$ cat src/rtl/hfv_pkg.sv
package hfv_pkg;

    localparam int unsigned BYTE_W  = 8;
    localparam int unsigned COUNT_W = 10;
    localparam int unsigned OFF_W   = 9;
    localparam int unsigned DIGIT_W = 4;
    localparam int unsigned LEN_W   = 32;
    localparam int unsigned CFG_W   = 9;
    localparam int unsigned CFG_IDX_W = 3;

    // configuration register indexes
    localparam logic [CFG_IDX_W-1:0] CFG_START_CODE     = 3'd0;
    localparam logic [CFG_IDX_W-1:0] CFG_END_CODE       = 3'd1;
    localparam logic [CFG_IDX_W-1:0] CFG_BROADCAST_CODE = 3'd2;
    localparam logic [CFG_IDX_W-1:0] CFG_LEN_OFFSET     = 3'd3;
    localparam logic [CFG_IDX_W-1:0] CFG_LEN_DIGITS     = 3'd4;

    // reset values of the configuration registers
    localparam logic [BYTE_W-1:0]  START_CODE_RST     = 8'h01;
    localparam logic [BYTE_W-1:0]  END_CODE_RST       = 8'h0a;
    localparam logic [BYTE_W-1:0]  BROADCAST_CODE_RST = 8'h0f;
    localparam logic [OFF_W-1:0]   LEN_OFFSET_RST     = 9'd3;
    localparam logic [DIGIT_W-1:0] LEN_DIGITS_RST     = 4'd3;

    // frame layout constants
    localparam logic [COUNT_W-1:0] TAIL_DEPTH  = 10'd3;
    localparam logic [COUNT_W:0]   MIN_LEN     = 11'd4;
    localparam logic [COUNT_W-1:0] COUNT_MAX   = 10'd1023;
    localparam logic [COUNT_W-1:0] POS_START   = 10'd0;
    localparam logic [COUNT_W-1:0] POS_BCAST   = 10'd1;

    typedef struct packed {
        logic [BYTE_W-1:0]  start_code;
        logic [BYTE_W-1:0]  end_code;
        logic [BYTE_W-1:0]  broadcast_code;
        logic [OFF_W-1:0]   len_field_offset;
        logic [DIGIT_W-1:0] len_field_digits;
    } cfg_t;

    typedef struct packed {
        logic [BYTE_W-1:0] data;
        logic              last;
    } byte_item_t;

    // lowercase hex digit decode, anything else reads as zero
    function automatic logic [DIGIT_W-1:0] hex_val(input logic [BYTE_W-1:0] c);
        logic [BYTE_W-1:0] d;
        begin
            d = 8'h00;
            if (c >= 8'h30 && c <= 8'h39)
            begin
                d = c - 8'h30;
            end
            else if (c >= 8'h61 && c <= 8'h66)
            begin
                d = c - 8'h57;
            end
            return d[DIGIT_W-1:0];
        end
    endfunction

endpackage

$ cat src/rtl/hfv_in_stage.sv
module hfv_in_stage (
    input  logic               clk,
    input  logic               rst_n,
    input  logic               in_valid,
    output logic               in_ready,
    input  hfv_pkg::byte_item_t in_item,
    input  logic               advance,
    output logic               item_valid,
    output hfv_pkg::byte_item_t item
);
    import hfv_pkg::*;

    logic       valid_reg;
    logic       valid_next;
    byte_item_t item_reg;

    // slot frees when empty or when the held byte moves on this cycle
    assign in_ready   = !valid_reg || advance;
    assign valid_next = (in_valid && in_ready) || (valid_reg && !advance);

    always_ff @(posedge clk or negedge rst_n)
    begin
        if (!rst_n)
        begin
            valid_reg <= 1'b0;
        end
        else
        begin
            valid_reg <= valid_next;
        end
    end

    always_ff @(posedge clk)
    begin
        if (in_valid && in_ready)
        begin
            item_reg <= in_item;
        end
    end

    assign item_valid = valid_reg;
    assign item       = item_reg;

endmodule

$ cat src/rtl/hfv_checker.sv
module hfv_checker #(
    parameter int unsigned MAX_FRAME_BYTES = 512
) (
    input  logic                clk,
    input  logic                rst_n,
    input  hfv_pkg::cfg_t       cfg,
    input  logic                fire,
    input  hfv_pkg::byte_item_t item,
    output logic                res_valid,
    output logic                res_bad
);
    import hfv_pkg::*;

    localparam logic [COUNT_W-1:0] MAX_BYTES = COUNT_W'(MAX_FRAME_BYTES);

    logic [COUNT_W-1:0] count_reg,   count_next;
    logic [BYTE_W-1:0]  xor_reg,     xor_next;
    logic [BYTE_W-1:0]  tail_reg [3];
    logic [BYTE_W-1:0]  tail_next [3];
    logic               start_ok_reg, start_ok_next;
    logic               bcast_reg,    bcast_next;
    logic [LEN_W-1:0]   len_val_reg,  len_val_next;
    logic               ovf_reg,      ovf_next;

    logic [COUNT_W-1:0] field_end;
    logic               in_field;
    logic [COUNT_W:0]   frame_len;
    logic [COUNT_W:0]   body_len;
    logic [BYTE_W-1:0]  recv_sum;
    logic               bad;

    always_comb
    begin
        field_end = {1'b0, cfg.len_field_offset}
                  + {{(COUNT_W-DIGIT_W){1'b0}}, cfg.len_field_digits};
        in_field  = (count_reg >= {1'b0, cfg.len_field_offset}) && (count_reg < field_end);

        ovf_next      = ovf_reg || (count_reg >= MAX_BYTES);
        start_ok_next = (count_reg == POS_START) ? (item.data == cfg.start_code)
                                                 : start_ok_reg;
        bcast_next    = (count_reg == POS_BCAST) ? (item.data == cfg.broadcast_code)
                                                 : bcast_reg;
        len_val_next  = in_field ? {len_val_reg[LEN_W-DIGIT_W-1:0], hex_val(item.data)}
                                 : len_val_reg;
        // oldest window byte joins the checksum
        xor_next      = (count_reg >= TAIL_DEPTH) ? (xor_reg ^ tail_reg[0]) : xor_reg;

        frame_len = {1'b0, count_reg} + 11'd1;
        body_len  = frame_len - {1'b0, TAIL_DEPTH};
        recv_sum  = {hex_val(tail_reg[1]), hex_val(tail_reg[2])};

        bad = ovf_next || !start_ok_next || (item.data != cfg.end_code)
           || (frame_len < MIN_LEN) || (xor_next != recv_sum)
           || (bcast_next && ((frame_len < {1'b0, field_end})
                              || (len_val_next != {{(LEN_W-COUNT_W-1){1'b0}}, body_len})));

        tail_next[0] = tail_reg[1];
        tail_next[1] = tail_reg[2];
        tail_next[2] = item.data;
        count_next   = (count_reg < COUNT_MAX) ? (count_reg + 10'd1) : count_reg;
    end

    assign res_valid = fire && item.last;
    assign res_bad   = bad;

    always_ff @(posedge clk or negedge rst_n)
    begin
        if (!rst_n)
        begin
            count_reg    <= '0;
            xor_reg      <= '0;
            tail_reg[0]  <= '0;
            tail_reg[1]  <= '0;
            tail_reg[2]  <= '0;
            start_ok_reg <= 1'b0;
            bcast_reg    <= 1'b0;
            len_val_reg  <= '0;
            ovf_reg      <= 1'b0;
        end
        else if (fire)
        begin
            if (item.last)
            begin
                count_reg    <= '0;
                xor_reg      <= '0;
                tail_reg[0]  <= '0;
                tail_reg[1]  <= '0;
                tail_reg[2]  <= '0;
                start_ok_reg <= 1'b0;
                bcast_reg    <= 1'b0;
                len_val_reg  <= '0;
                ovf_reg      <= 1'b0;
            end
            else
            begin
                count_reg    <= count_next;
                xor_reg      <= xor_next;
                tail_reg[0]  <= tail_next[0];
                tail_reg[1]  <= tail_next[1];
                tail_reg[2]  <= tail_next[2];
                start_ok_reg <= start_ok_next;
                bcast_reg    <= bcast_next;
                len_val_reg  <= len_val_next;
                ovf_reg      <= ovf_next;
            end
        end
    end

endmodule

$ cat src/rtl/hfv_out_stage.sv
module hfv_out_stage (
    input  logic clk,
    input  logic rst_n,
    input  logic res_valid,
    input  logic res_bad,
    output logic can_take,
    output logic out_valid,
    input  logic out_ready,
    output logic frame_bad
);
    import hfv_pkg::*;

    logic valid_reg;
    logic valid_next;
    logic bad_reg;

    assign can_take   = !valid_reg || out_ready;
    assign valid_next = res_valid || (valid_reg && !out_ready);

    always_ff @(posedge clk or negedge rst_n)
    begin
        if (!rst_n)
        begin
            valid_reg <= 1'b0;
        end
        else
        begin
            valid_reg <= valid_next;
        end
    end

    always_ff @(posedge clk)
    begin
        if (res_valid)
        begin
            bad_reg <= res_bad;
        end
    end

    assign out_valid = valid_reg;
    assign frame_bad = bad_reg;

endmodule

$ cat src/rtl/hex_frame_verifier.sv
// channel  | handshake            | payload
// ---------+----------------------+-------------------------------------------
// in       | in_valid / in_ready  | data_byte[7:0], last_byte
// out      | out_valid / out_ready| frame_bad (one item per frame, at last byte)
// cfg      | cfg_wr_en            | cfg_wr_index[2:0], cfg_wr_data[8:0]
//
// one byte accepted per cycle unless stalled; the verdict is registered
// the frame state lives in the checker and updates from the input register;
// the verdict lands in a result register that decouples the outputs
// reset clears all control state and restores the register reset values
// only a last byte can wait: it stalls while the result register holds an
// untaken verdict, and in_ready drops only then
module hex_frame_verifier #(
    parameter int unsigned MAX_FRAME_BYTES = 512
) (
    input  logic                          clk,
    input  logic                          rst_n,
    input  logic                          in_valid,
    output logic                          in_ready,
    input  logic [hfv_pkg::BYTE_W-1:0]    data_byte,
    input  logic                          last_byte,
    output logic                          out_valid,
    input  logic                          out_ready,
    output logic                          frame_bad,
    input  logic                          cfg_wr_en,
    input  logic [hfv_pkg::CFG_IDX_W-1:0] cfg_wr_index,
    input  logic [hfv_pkg::CFG_W-1:0]     cfg_wr_data
);
    import hfv_pkg::*;

    // configuration registers
    cfg_t       cfg_reg;
    cfg_t       cfg_next;

    // input register to checker
    byte_item_t in_item;
    byte_item_t s1_item;
    logic       s1_valid;
    logic       s1_advance;
    logic       chk_fire;

    // checker to result register
    logic       res_valid;
    logic       res_bad;
    logic       can_take;

    always_comb
    begin
        cfg_next = cfg_reg;
        if (cfg_wr_en)
        begin
            unique case (cfg_wr_index)
                CFG_START_CODE:     cfg_next.start_code       = cfg_wr_data[BYTE_W-1:0];
                CFG_END_CODE:       cfg_next.end_code         = cfg_wr_data[BYTE_W-1:0];
                CFG_BROADCAST_CODE: cfg_next.broadcast_code   = cfg_wr_data[BYTE_W-1:0];
                CFG_LEN_OFFSET:     cfg_next.len_field_offset = cfg_wr_data[OFF_W-1:0];
                CFG_LEN_DIGITS:     cfg_next.len_field_digits = cfg_wr_data[DIGIT_W-1:0];
                default:            cfg_next = cfg_reg;
            endcase
        end
    end

    always_ff @(posedge clk or negedge rst_n)
    begin
        if (!rst_n)
        begin
            cfg_reg.start_code       <= START_CODE_RST;
            cfg_reg.end_code         <= END_CODE_RST;
            cfg_reg.broadcast_code   <= BROADCAST_CODE_RST;
            cfg_reg.len_field_offset <= LEN_OFFSET_RST;
            cfg_reg.len_field_digits <= LEN_DIGITS_RST;
        end
        else
        begin
            cfg_reg <= cfg_next;
        end
    end

    assign in_item.data = data_byte;
    assign in_item.last = last_byte;

    // a non-final byte never produces a verdict, so it always moves on
    assign s1_advance = !s1_item.last || can_take;
    assign chk_fire   = s1_valid && s1_advance;

    hfv_in_stage u_in_stage (
        .clk        (clk),
        .rst_n      (rst_n),
        .in_valid   (in_valid),
        .in_ready   (in_ready),
        .in_item    (in_item),
        .advance    (s1_advance),
        .item_valid (s1_valid),
        .item       (s1_item)
    );

    hfv_checker #(
        .MAX_FRAME_BYTES (MAX_FRAME_BYTES)
    ) u_checker (
        .clk       (clk),
        .rst_n     (rst_n),
        .cfg       (cfg_reg),
        .fire      (chk_fire),
        .item      (s1_item),
        .res_valid (res_valid),
        .res_bad   (res_bad)
    );

    hfv_out_stage u_out_stage (
        .clk       (clk),
        .rst_n     (rst_n),
        .res_valid (res_valid),
        .res_bad   (res_bad),
        .can_take  (can_take),
        .out_valid (out_valid),
        .out_ready (out_ready),
        .frame_bad (frame_bad)
    );

    // a verdict is only produced when the result register can hold it
    a_res_fits: assert property (@(posedge clk) disable iff (!rst_n)
        res_valid |-> (!out_valid || out_ready))
        else $error("verdict produced while result register is full");

    // a non-final byte leaves the output occupancy to the consumer alone
    a_no_phantom: assert property (@(posedge clk) disable iff (!rst_n)
        (chk_fire && !s1_item.last) |=> (out_valid == $past(out_valid && !out_ready)))
        else $error("result appeared without a final byte");

    // input stalls only behind an untaken verdict
    a_stall_cause: assert property (@(posedge clk) disable iff (!rst_n)
        !in_ready |-> (out_valid && !out_ready && s1_valid && s1_item.last))
        else $error("input stalled without a blocked final byte");

endmodule
$ cat config.mk
export PLATFORM = sky130hd
export DESIGN_NAME = hex_frame_verifier
export DESIGN_NICKNAME = d
export VERILOG_FILES = /design/src/rtl/hfv_pkg.sv /design/src/rtl/hfv_in_stage.sv /design/src/rtl/hfv_checker.sv /design/src/rtl/hfv_out_stage.sv /design/src/rtl/hex_frame_verifier.sv
export SDC_FILE = /design/constraint.sdc
export NUM_CORES = 1
export LEC_CHECK = 0
export BUFFER_PORTS_ARGS = -buffer_cell sky130_fd_sc_hd__buf_2
export CELL_PAD_IN_SITES_DETAIL_PLACEMENT = 1
export CELL_PAD_IN_SITES_GLOBAL_PLACEMENT = 2
export CORE_ASPECT_RATIO = 1.75
export CORE_MARGIN = 2
export CORE_UTILIZATION = 35
export DETAILED_ROUTE_END_ITERATION = 12
export GPL_ROUTABILITY_DRIVEN = 0
export GPL_TIMING_DRIVEN = 0
export PLACE_DENSITY = 0.82
export SKIP_LAST_GASP = 1
export SLEW_MARGIN = 20
export SYNTH_ARGS = -nofsm -noshare
export SYNTH_HDL_FRONTEND = slang
export SYNTH_SLANG_ARGS = --single-unit
$ cat constraint.sdc
create_clock -name clk -period 5.8 [get_ports clk]
set_input_delay 0.87 -clock clk [delete_from_list [all_inputs] [get_ports clk]]
set_output_delay 0.87 -clock clk [all_outputs]
set_load 0.03 [all_outputs]
After elaboration in Yosys (flattened, before gate mapping)
Cells that the tools add are included.
{"block": "totals", "regBits": 126, "inputBits": 26, "out_inout_bits": 3, "word_cells": 117}
{"block": "op_classes", "n_addsub": 10, "n_lt_le_gt_ge": 19, "eq_ne": 10, "muxes": 18, "n_bitwise": 1, "n_reduce_logical": 40}
{"operator": "$mux W32", "n": 2}
{"operator": "$ne A32 B11 Y1", "n": 1}
{"operator": "$ge A8 B6 Y1 const B", "n": 3}
{"operator": "$ge A8 B7 Y1 const B", "n": 3}
{"operator": "$le A8 B6 Y1 const B", "n": 3}
{"operator": "$le A8 B7 Y1 const B", "n": 3}
{"operator": "$mux W24", "n": 1}
{"operator": "$mux W4", "n": 6}
{"operator": "$mux W10", "n": 2}
{"operator": "$eq A8 B8 Y1", "n": 2}
{"operator": "$mux W8", "n": 2}
{"operator": "$ne A8 B8 Y1", "n": 2}
{"operator": "$logic_and A1 B1 Y1", "n": 13}
{"operator": "$logic_or A1 B1 Y1", "n": 12}
{"operator": "$reduce_and A2 Y1", "n": 6}
{"operator": "$sub A4 B1 Y4 const B", "n": 3}
{"operator": "$sub A4 B3 Y4 const B", "n": 3}
{"operator": "$add A10 B1 Y11 const B", "n": 1}
{"operator": "$lt A11 B10 Y1", "n": 1}
{"operator": "$lt A11 B3 Y1 const B", "n": 1}
{"operator": "$sub A11 B2 Y11 const B", "n": 1}
{"operator": "$add A10 B1 Y10 const B", "n": 1}
{"operator": "$add A9 B4 Y10", "n": 1}
{"operator": "$eq A10 B1 Y1 const B", "n": 1}
{"operator": "other kinds (14)", "n": 24}

Longest topological paths before layout
Gate-level depths: netlist (run 1).
{"block": "depth", "depth_word": 9, "depth_mapped": 17, "depth_no_buf": 16}

By module
A second synthesis (run 1) with hierarchy kept.
{"block": "hier_totals", "cells_unflattened": 760, "hier_area_um2": 7791.2}
{"mod": "hfv_checker", "n_inst": 1, "cells_each": 660, "area_per_inst_um2": 5936.9, "seq_area_each_um2": 1926.8}
{"mod": "hex_frame_verifier", "n_inst": 1, "cells_each": 83, "area_per_inst_um2": 1452.6, "seq_area_each_um2": 939.7}
{"mod": "hfv_in_stage", "n_inst": 1, "cells_each": 13, "area_per_inst_um2": 324.1, "seq_area_each_um2": 295.3}
{"mod": "hfv_out_stage", "n_inst": 1, "cells_each": 4, "area_per_inst_um2": 77.6, "seq_area_each_um2": 55.1}

Least setup slack after synthesis (run 1)
Ideal clock, no wire load.
{"block": "synth_timing", "path_type": "flip-flop to flip-flop", "startpoint": "register cfg_reg[4] in the netlist's numbering", "endpoint": "register u_out_stage.bad_reg, in the netlist u_out_stage.frame_bad (data pin)", "setup_ps": 261, "arrival_ps": 3901, "required_time_ps": 5539, "slack_ps": 1639, "stages_incl_launch_ff": 17, "path_buffers": 0, "period_less_slack_ps": 4161, "cell_sequence": "dfstp_2 > ha_1 > inv_1 > fa_1 > nand2b_1 > a21oi_1 > and3_1 > xnor2_1 > ha_1 > and4_1 > a221oi_1 > o2111ai_1 > o21ai_2 > mux2i_1 > and4_1 > o21ai_0 > o32a_1"}
{"block": "synth_via", "elab_chain_cells": 8, "word_cells_on_any_way": 10, "classes_between": "add/sub: 1; order compare: 3; eq/ne: 1; mux: 1; reduce/logical: 4"}
{"item": "start, declared", "line": "hex_frame_verifier.sv:32", "text": "cfg_t cfg_reg;"}
{"item": "start signal, assigned", "line": "hex_frame_verifier.sv:75", "text": "cfg_reg <= cfg_next;"}
{"item": "$add A9 B4 Y10", "line": "hfv_checker.sv:35", "text": "+ {{(COUNT_W-DIGIT_W){1'b0}}, cfg.len_field_digits};"}
{"item": "$lt A10 B10 Y1", "line": "hfv_checker.sv:36", "text": "in_field = (count_reg >= {1'b0, cfg.len_field_offset}) && (count_reg < field_end);"}
{"item": "$logic_and A1 B1 Y1", "line": "hfv_checker.sv:36"}
{"item": "$mux W32", "line": "hfv_checker.sv:43", "text": "len_val_next = in_field ? {len_val_reg[LEN_W-DIGIT_W-1:0], hex_val(item.data)}"}
{"item": "$ne A32 B11 Y1", "line": "hfv_checker.sv:55", "text": "|| (len_val_next != {{(LEN_W-COUNT_W-1){1'b0}}, body_len})));"}
{"item": "$logic_or A1 B1 Y1 *", "line": "hfv_checker.sv:55"}
{"item": "$logic_and A1 B1 Y1 *", "line": "hfv_checker.sv:54", "text": "|| (bcast_next && ((frame_len < {1'b0, field_end})"}
{"item": "$logic_or A1 B1 Y1 *", "line": "hfv_checker.sv:54"}
{"item": "named net res_bad", "line": "hex_frame_verifier.sv:44", "text": "logic res_bad;"}
{"item": "end signal, assigned", "line": "hfv_out_stage.sv:36", "text": "bad_reg <= res_bad;"}
{"item": "end, declared", "line": "hfv_out_stage.sv:15", "text": "logic bad_reg;"}
Mark *: on every way through the listed nets, which the timed path passes. The rest lies on a longest branch.
A chain may end at the register's enable or synchronous reset.

Worst setup path after layout (run 1)
{"block": "layout_timing", "startpoint": "register cfg_reg[4] in the netlist's numbering", "endpoint": "register u_checker.len_val_reg[23]"}
{"block": "layout_via", "elab_chain_cells": 5, "word_cells_on_any_way": 6, "classes_between": "add/sub: 1; order compare: 2; mux: 2; reduce/logical: 1"}
{"item": "$add A9 B4 Y10", "line": "hfv_checker.sv:35"}
{"item": "$lt A10 B10 Y1", "line": "hfv_checker.sv:36"}
{"item": "$logic_and A1 B1 Y1 *", "line": "hfv_checker.sv:36"}
{"item": "$mux W32 *", "line": "hfv_checker.sv:43"}
{"item": "$mux W32 *", "line": "hfv_checker.sv:82", "text": "if (item.last)"}
{"item": "end signal, assigned", "line": "hfv_checker.sv:103", "text": "len_val_reg <= len_val_next;"}
{"item": "end, declared", "line": "hfv_checker.sv:22", "text": "logic [LEN_W-1:0] len_val_reg, len_val_next;"}
Every way passes the cells marked *; elsewhere a longest branch is shown, timed or not.

==> flow_metrics.env, run 1 <==
export IMPL_status="finished clean"
export IMPL_cts_tree="built"
export IMPL_dieArea_um2=23800
export IMPL_n_antenna_cell=0
export IMPL_yosys_warnings=0
export IMPL_drt_wl_total_mm=24.0
export IMPL_clock_skew_ns=0.0121
export IMPL_worst_pin_slew_ns=0.907
export IMPL_core_area_um2=22200
export IMPL_netlist_area_um2=7890
export IMPL_ys_ff_latch=126
export IMPL_slew_violations=0
export IMPL_setup_violations=0
export IMPL_antenna_found_initial=0
export IMPL_hpwl_mm=18.5
export IMPL_setup_tns_final_ns=0
export IMPL_synth_flop_cell="dfrtp_1"
export IMPL_cts_max_level=4
export IMPL_ir_drop_uv=229
export IMPL_cts_hold_buf=0
export IMPL_cp_max_fo=10
export IMPL_vias=6528
export IMPL_r2r_start="cfg_reg[4]"
export IMPL_postSynthAreaPerCell_um2=9.43
export IMPL_async_reset_ff_share_pct=92.1
export IMPL_die_width_um=118
export IMPL_endpoint_kind="flip-flop"
export IMPL_power_total_mw=3.25
export IMPL_drive_gt1_share_pct=14.4
export IMPL_synth_nets=905
export IMPL_yosysUniqueCellTypes=70
export IMPL_arrival_ns=5.31
export IMPL_io_pins=29
export IMPL_portBuffers=26
export IMPL_critPathKind="flip-flop to flip-flop"
export IMPL_overflow=0
export IMPL_dpl_cell_area_um2=8430
export IMPL_wl_per_cell_um=20.1
export IMPL_cts_sinks=126
export IMPL_root_buffer="clkbuf_16"
export IMPL_fmax_mhz=202
export IMPL_synth_seq_area_share_pct=40.8
export IMPL_track_usage_pct=20.8
export IMPL_hold_viol_final=0
export IMPL_slew_headroom_pct=39.4
export IMPL_required_ns=6.15
export IMPL_ff2ff_setup_slack_ns=0.84
export IMPL_r2r_end="u_checker.len_val_reg[23]"
export IMPL_rr_worst_depth=17
export IMPL_first_iter_violations=310
export IMPL_row_count=72
export IMPL_first_pass_iters=6
export IMPL_period_needed_ns=4.96
export IMPL_grt_start_max_net_pins=69
export IMPL_leakage_nw=3.83
export IMPL_area_growth_pct=14.0
export IMPL_power_density_nw_per_um2=362
export IMPL_drc=0
export IMPL_rsz0062_at_grt="false"
export IMPL_clkTransAtPathRegs_ns=0.06
export IMPL_post_route_period_util_pct=85.5
export IMPL_initial_utilization_pct=35.6
export IMPL_design_area_um2=9000
export IMPL_clk_path_buf_depth=2
export IMPL_largest_reg_flops=37
export IMPL_antenna_left=0
export IMPL_hold_path_class="primary input to asynchronous set/reset pin"
export IMPL_numCtsBuffers=17
export IMPL_grt_pass1_wl_mm=38.5
export IMPL_first_global_vias=6972
export IMPL_post_cts_resized=0
export IMPL_maxCapViolations=0
export IMPL_viasPerCell=5.48
export IMPL_clock_latency_ns=0.44
export IMPL_nets=951
export IMPL_die_h_um=203
export IMPL_postCtsSetupBuffers=0
export IMPL_synth_edff_count=10
export IMPL_syn_inst=837
export IMPL_startpoint_type="flip-flop"
## final cells by class
cell class / count / area, um2
fillers: 2630 / 13200
flip-flops and latches: 126 / 3220
clock inverters: 14 / 134
repair buffers: 27 / 164
multi-input cells: 627 / 4340
inverters: 36 / 135
clock buffers: 18 / 429
well taps: 296 / 370
plain buffers: 48 / 206
## worst max-delay path: stages (launching register included)
cell and delay [ns]:
dfstp_2 0.54, ha_1 0.16, inv_1 0.05, fa_1 0.39, nand2b_1 0.19, a21oi_1 0.31
and3_1 0.24, xnor2_1 0.17, ha_1 0.30, and4_1 0.16, a221oi_1 0.28, o2111ai_1 0.29
o21a_1 0.33, clkbuf_1 0.27, nor2_1 0.56, buf_2 0.35, a22oi_1 0.11, o21ai_0 0.18
## cells in the final DEF, fill, tap and decap left out, types with 5 or more instances in the layout
master and n:
inv_1 35, o31ai_1 13, and3_1 8, ha_1 41
xnor2_1 40, a211oi_1 5, o211ai_1 5, nand4_1 8
edfxtp_1 10, nor2_1 30, clkbuf_1 35, xor2_1 30
nand2_1 108, nor4_1 13, dfrtp_1 105, nor3_1 17
a22oi_1 29, dfstp_2 11, nand2b_1 5, mux2_2 38
clkbuf_16 17, nand3_1 35, o21ai_0 61, mux2i_1 8
nor2b_1 10, buf_2 34, o22ai_1 7, a21oi_1 36
or3_1 5, a22o_1 5
## worst max path at each step
stage	from	end	slack, ns	depth (start not counted)
2_1_floorplan	cfg_reg[4]	u_out_stage.frame_bad	1.64	16
3_3_place_gp	cfg_reg[4]	u_checker.len_val_reg[23]	1.03	17
3_5_place_dp	cfg_reg[4]	u_checker.len_val_reg[23]	0.91	17
4_1_cts	cfg_reg[4]	u_checker.len_val_reg[23]	0.86	17
5_1_grt	cfg_reg[4]	u_checker.len_val_reg[28]	0.48	17
6_report	cfg_reg[4]	u_checker.len_val_reg[23]	0.84	17
## stage by stage
stage / util, % / setup WS (ns) / std cells / hold WS [ns]
final: 40.6 / 0.840 / 1192 / 0.378
after global routing: 40.6 / 0.480 / 1192 / 0.412
after CTS: 40.6 / 0.858 / 1192 / 0.385
after detailed placement: 38.1 / 0.907 / 1160 / 0.461
after global placement: 37.9 / 1.03 / 1159 / 0.455
after floorplan: - / 1.64 / 837 / 0.439
## power breakdown
| part | internal (mW) | total [mW] | switching [mW] |
|---|---|---|---|
| Sequential | 1.05 | 1.22 | 0.168 |
| Combinational | 0.442 | 0.997 | 0.555 |
| Clock | 0.596 | 1.04 | 0.442 |
## synthesized netlist by cell type (all sizes together), types with 30 or more instances
cell | count | area share (%)
nand2 | 108 | 5.1
dfrtp | 105 | 33
o21ai | 62 | 4.0
ha | 41 | 6.5
xnor2 | 40 | 4.4
mux2 | 38 | 5.4
a21oi | 36 | 2.3
inv | 35 | 1.7
nand3 | 35 | 2.2
clkbuf | 34 | 1.6
nor2 | 30 | 1.4
xor2 | 30 | 3.3
## logic make-up after synthesis
logic type,count (synthesis),share of synthesized area [%]
muxes,47,6.72
adders and majority gates,44,7.01
xor gates and xnor gates,72,8.34
and+or+nand+nor,266,16.7
DFF,126,40.8
AOI/OAI and AO/OA,198,16.2
buffers and inverters,84,4.33
## per-layer routing
| metal | track usage (%) | routed length, um |
|---|---|---|
| met1 | 21.3 | 9050 |
| met2 | 41.3 | 13700 |
| met3 | 2.72 | 409 |
| met4 | 9.17 | 821 |
| met5 | 0 | 0 |
No activity file was read; power rests on OpenSTA's default activity.
==> inputs of run 2 (changes only) <==
--- a/config.mk
+++ b/config.mk
@@ -11,10 +11,11 @@
 export CORE_ASPECT_RATIO = 1.75
 export CORE_MARGIN = 2
 export CORE_UTILIZATION = 35
+export CTS_CLUSTER_DIAMETER = 100
 export DETAILED_ROUTE_END_ITERATION = 12
 export GPL_ROUTABILITY_DRIVEN = 0
 export GPL_TIMING_DRIVEN = 0
-export PLACE_DENSITY = 0.82
+export PLACE_DENSITY = 0.73
 export SKIP_LAST_GASP = 1
 export SLEW_MARGIN = 20
 export SYNTH_ARGS = -nofsm -noshare
==> flow_metrics.env, run 2 (synthesis gave the netlist of run 1 again) <==
export IMPL_status="finished clean"
export IMPL_p_switching_mw=1.13
export IMPL_drt_wl_total_mm=25.2
export IMPL_post_route_period_util_pct=84.0
export IMPL_first_global_vias=7246
export IMPL_first_iter_violations=267
export IMPL_layout_common_cells="nand2_1, dfrtp_1, o21ai_0"
export IMPL_cts_max_level=4
export IMPL_power_frac_comb_pct=29.1
export IMPL_startpoint_type="flip-flop"
export IMPL_grt_pass1_wl_mm=40.2
export IMPL_cp_max_fo=10
export IMPL_dieArea_um2=23800
export IMPL_arrival_ns=5.22
export IMPL_io_pins=29
export IMPL_cts_hold_buf=0
export IMPL_portBuffers=26
export IMPL_clk_path_buf_depth=2
export IMPL_antenna_found_initial=0
export IMPL_wl_per_cell_um=21.2
export IMPL_grt_start_max_net_pins=61
export IMPL_clock_skew_ns=0.00736
export IMPL_cpPeakStageDelay_ns=0.54
export IMPL_internal_power_mw=2.30
export IMPL_overflow=0
export IMPL_die_h_um=203
export IMPL_endpoint_kind="flip-flop"
export IMPL_slew_headroom_pct=36.7
export IMPL_hold_path_class="primary input to asynchronous set/reset pin"
export IMPL_slew_violations=0
export IMPL_seqPwrFrac_pct=35.5
export IMPL_critPathTopFamily="compound AO/OA/AOI/OAI gates"
export IMPL_postCtsSetupBuffers=0
export IMPL_viasPerCell=5.56
export IMPL_nets=951
export IMPL_vias=6631
export IMPL_power_density_nw_per_um2=377
export IMPL_whs_ns=0.388
export IMPL_first_pass_iters=5
export IMPL_maxCapViolations=0
export IMPL_switching_share_pct=33.0
export IMPL_hold_viol_final=0
export IMPL_ir_drop_uv=250
export IMPL_cp_num_buf_inv=3
export IMPL_initial_utilization_pct=35.6
export IMPL_leakage_nw=3.88
export IMPL_power_total_mw=3.43
export IMPL_hpwl_mm=19.6
export IMPL_cp_cell_sequence="ha_1, inv_1, fa_1, nand2b_1, a21oi_1, and3_1, xnor2_1, ha_1, and4_1, a221oi_1, o2111ai_1, o21a_1, clkbuf_1, nor2_1, buf_2, a22oi_1, o21ai_0"
export IMPL_setup_tns_final_ns=0
export IMPL_drive_gt1_share_pct=14.3
export IMPL_cts_sinks=126
export IMPL_worst_pin_slew_ns=0.948
export IMPL_period_needed_ns=4.87
export IMPL_critPathKind="flip-flop to flip-flop"
export IMPL_n_antenna_cell=0
export IMPL_clkPwrFrac_pct=35.4
export IMPL_fmax_mhz=205
export IMPL_cts_tree="built"
export IMPL_required_ns=6.15
export IMPL_drc=0
export IMPL_worst_path_max_delay_cell="dfstp_2"
export IMPL_core_area_um2=22200
export IMPL_antenna_left=0
export IMPL_clkTransAtPathRegs_ns=0.06
export IMPL_crit_top_cell="ha_1"
export IMPL_rsz0062_at_grt="false"
export IMPL_final_common_cell="nand2_1"
export IMPL_numCtsBuffers=17
export IMPL_row_count=72
export IMPL_clock_latency_ns=0.44
export IMPL_largest_reg_flops=37
export IMPL_post_cts_resized=0
export IMPL_setup_violations=0
export IMPL_area_growth_pct=15.4
export IMPL_root_buffer="clkbuf_16"
export IMPL_track_usage_pct=22.0
export IMPL_dpl_cell_area_um2=8430
export IMPL_die_width_um=118
export IMPL_design_area_um2=9100
run 2: cell types whose count changed in the layout (fill, tap and decap cells not counted), moves of 3 or more:
cell       previous run  this run
clkbuf_8              0         5
inv_6                 4         1
bufinv_16             1         4
clkinv_2              3         0
clkinv_4              4         1
run 2: final timing paths:
| path | start | to | slack [ns] | cells past startpoint |
|---|---|---|---|---|
| max in group asynchronous | rst_n | u_checker.tail_next[18] | 4.69 | 2 |
| hold reg to reg | u_checker.tail_reg[20] | u_checker.tail_reg[20] | 0.48 | 2 |
| min in group clk | u_checker.tail_reg[20] | u_checker.tail_reg[20] | 0.48 | 2 |
| hold / removal | rst_n | u_checker.len_val_reg[17] | 0.39 | 1 |
| setup / recovery | cfg_reg[4] | u_checker.len_val_reg[16] | 0.93 | 17 |
| setup reg to reg | cfg_reg[4] | u_checker.len_val_reg[16] | 0.93 | 17 |
run 2: per-layer routing:
layer	track usage (%)	part of all wire [%]	up-vias
li1	-	-	3107
met1	21.9	37	3352
met2	43.2	56	119
met3	3.82	2.3	53
met4	11.0	4.2	0
met5	0	0	-
run 2: final cells by class:
| cell class | count | area, um2 |
|---|---|---|
| fill | 2618 | 13100 |
| inverter | 36 | 135 |
| tap | 296 | 370 |
| clock buffer | 25 | 527 |
| buffer | 48 | 206 |
| multi-input combinational | 627 | 4340 |
| sequential | 126 | 3220 |
| timing repair buffer | 27 | 164 |
| clock inverter | 7 | 145 |
run 2: power groups by stage:
stage	clock (mW)	sequential [mW]	combinational (mW)
2_1_floorplan	0	1.18	0.738
3_3_place_gp	0	1.22	0.952
3_5_place_dp	0	1.24	0.998
4_1_cts	1.24	1.22	1.01
5_1_grt	1.28	1.24	1.12
6_report	1.21	1.22	0.999
run 2: per-stage QoR:
step	util, %	setup WS [ns]	instances
finish	41.1	0.928	1192
global route	41.1	0.493	1192
CTS	41.1	0.930	1192
detailed placement	38.0	0.953	1160
global placement	37.9	1.08	1159
floorplan	-	1.64	837
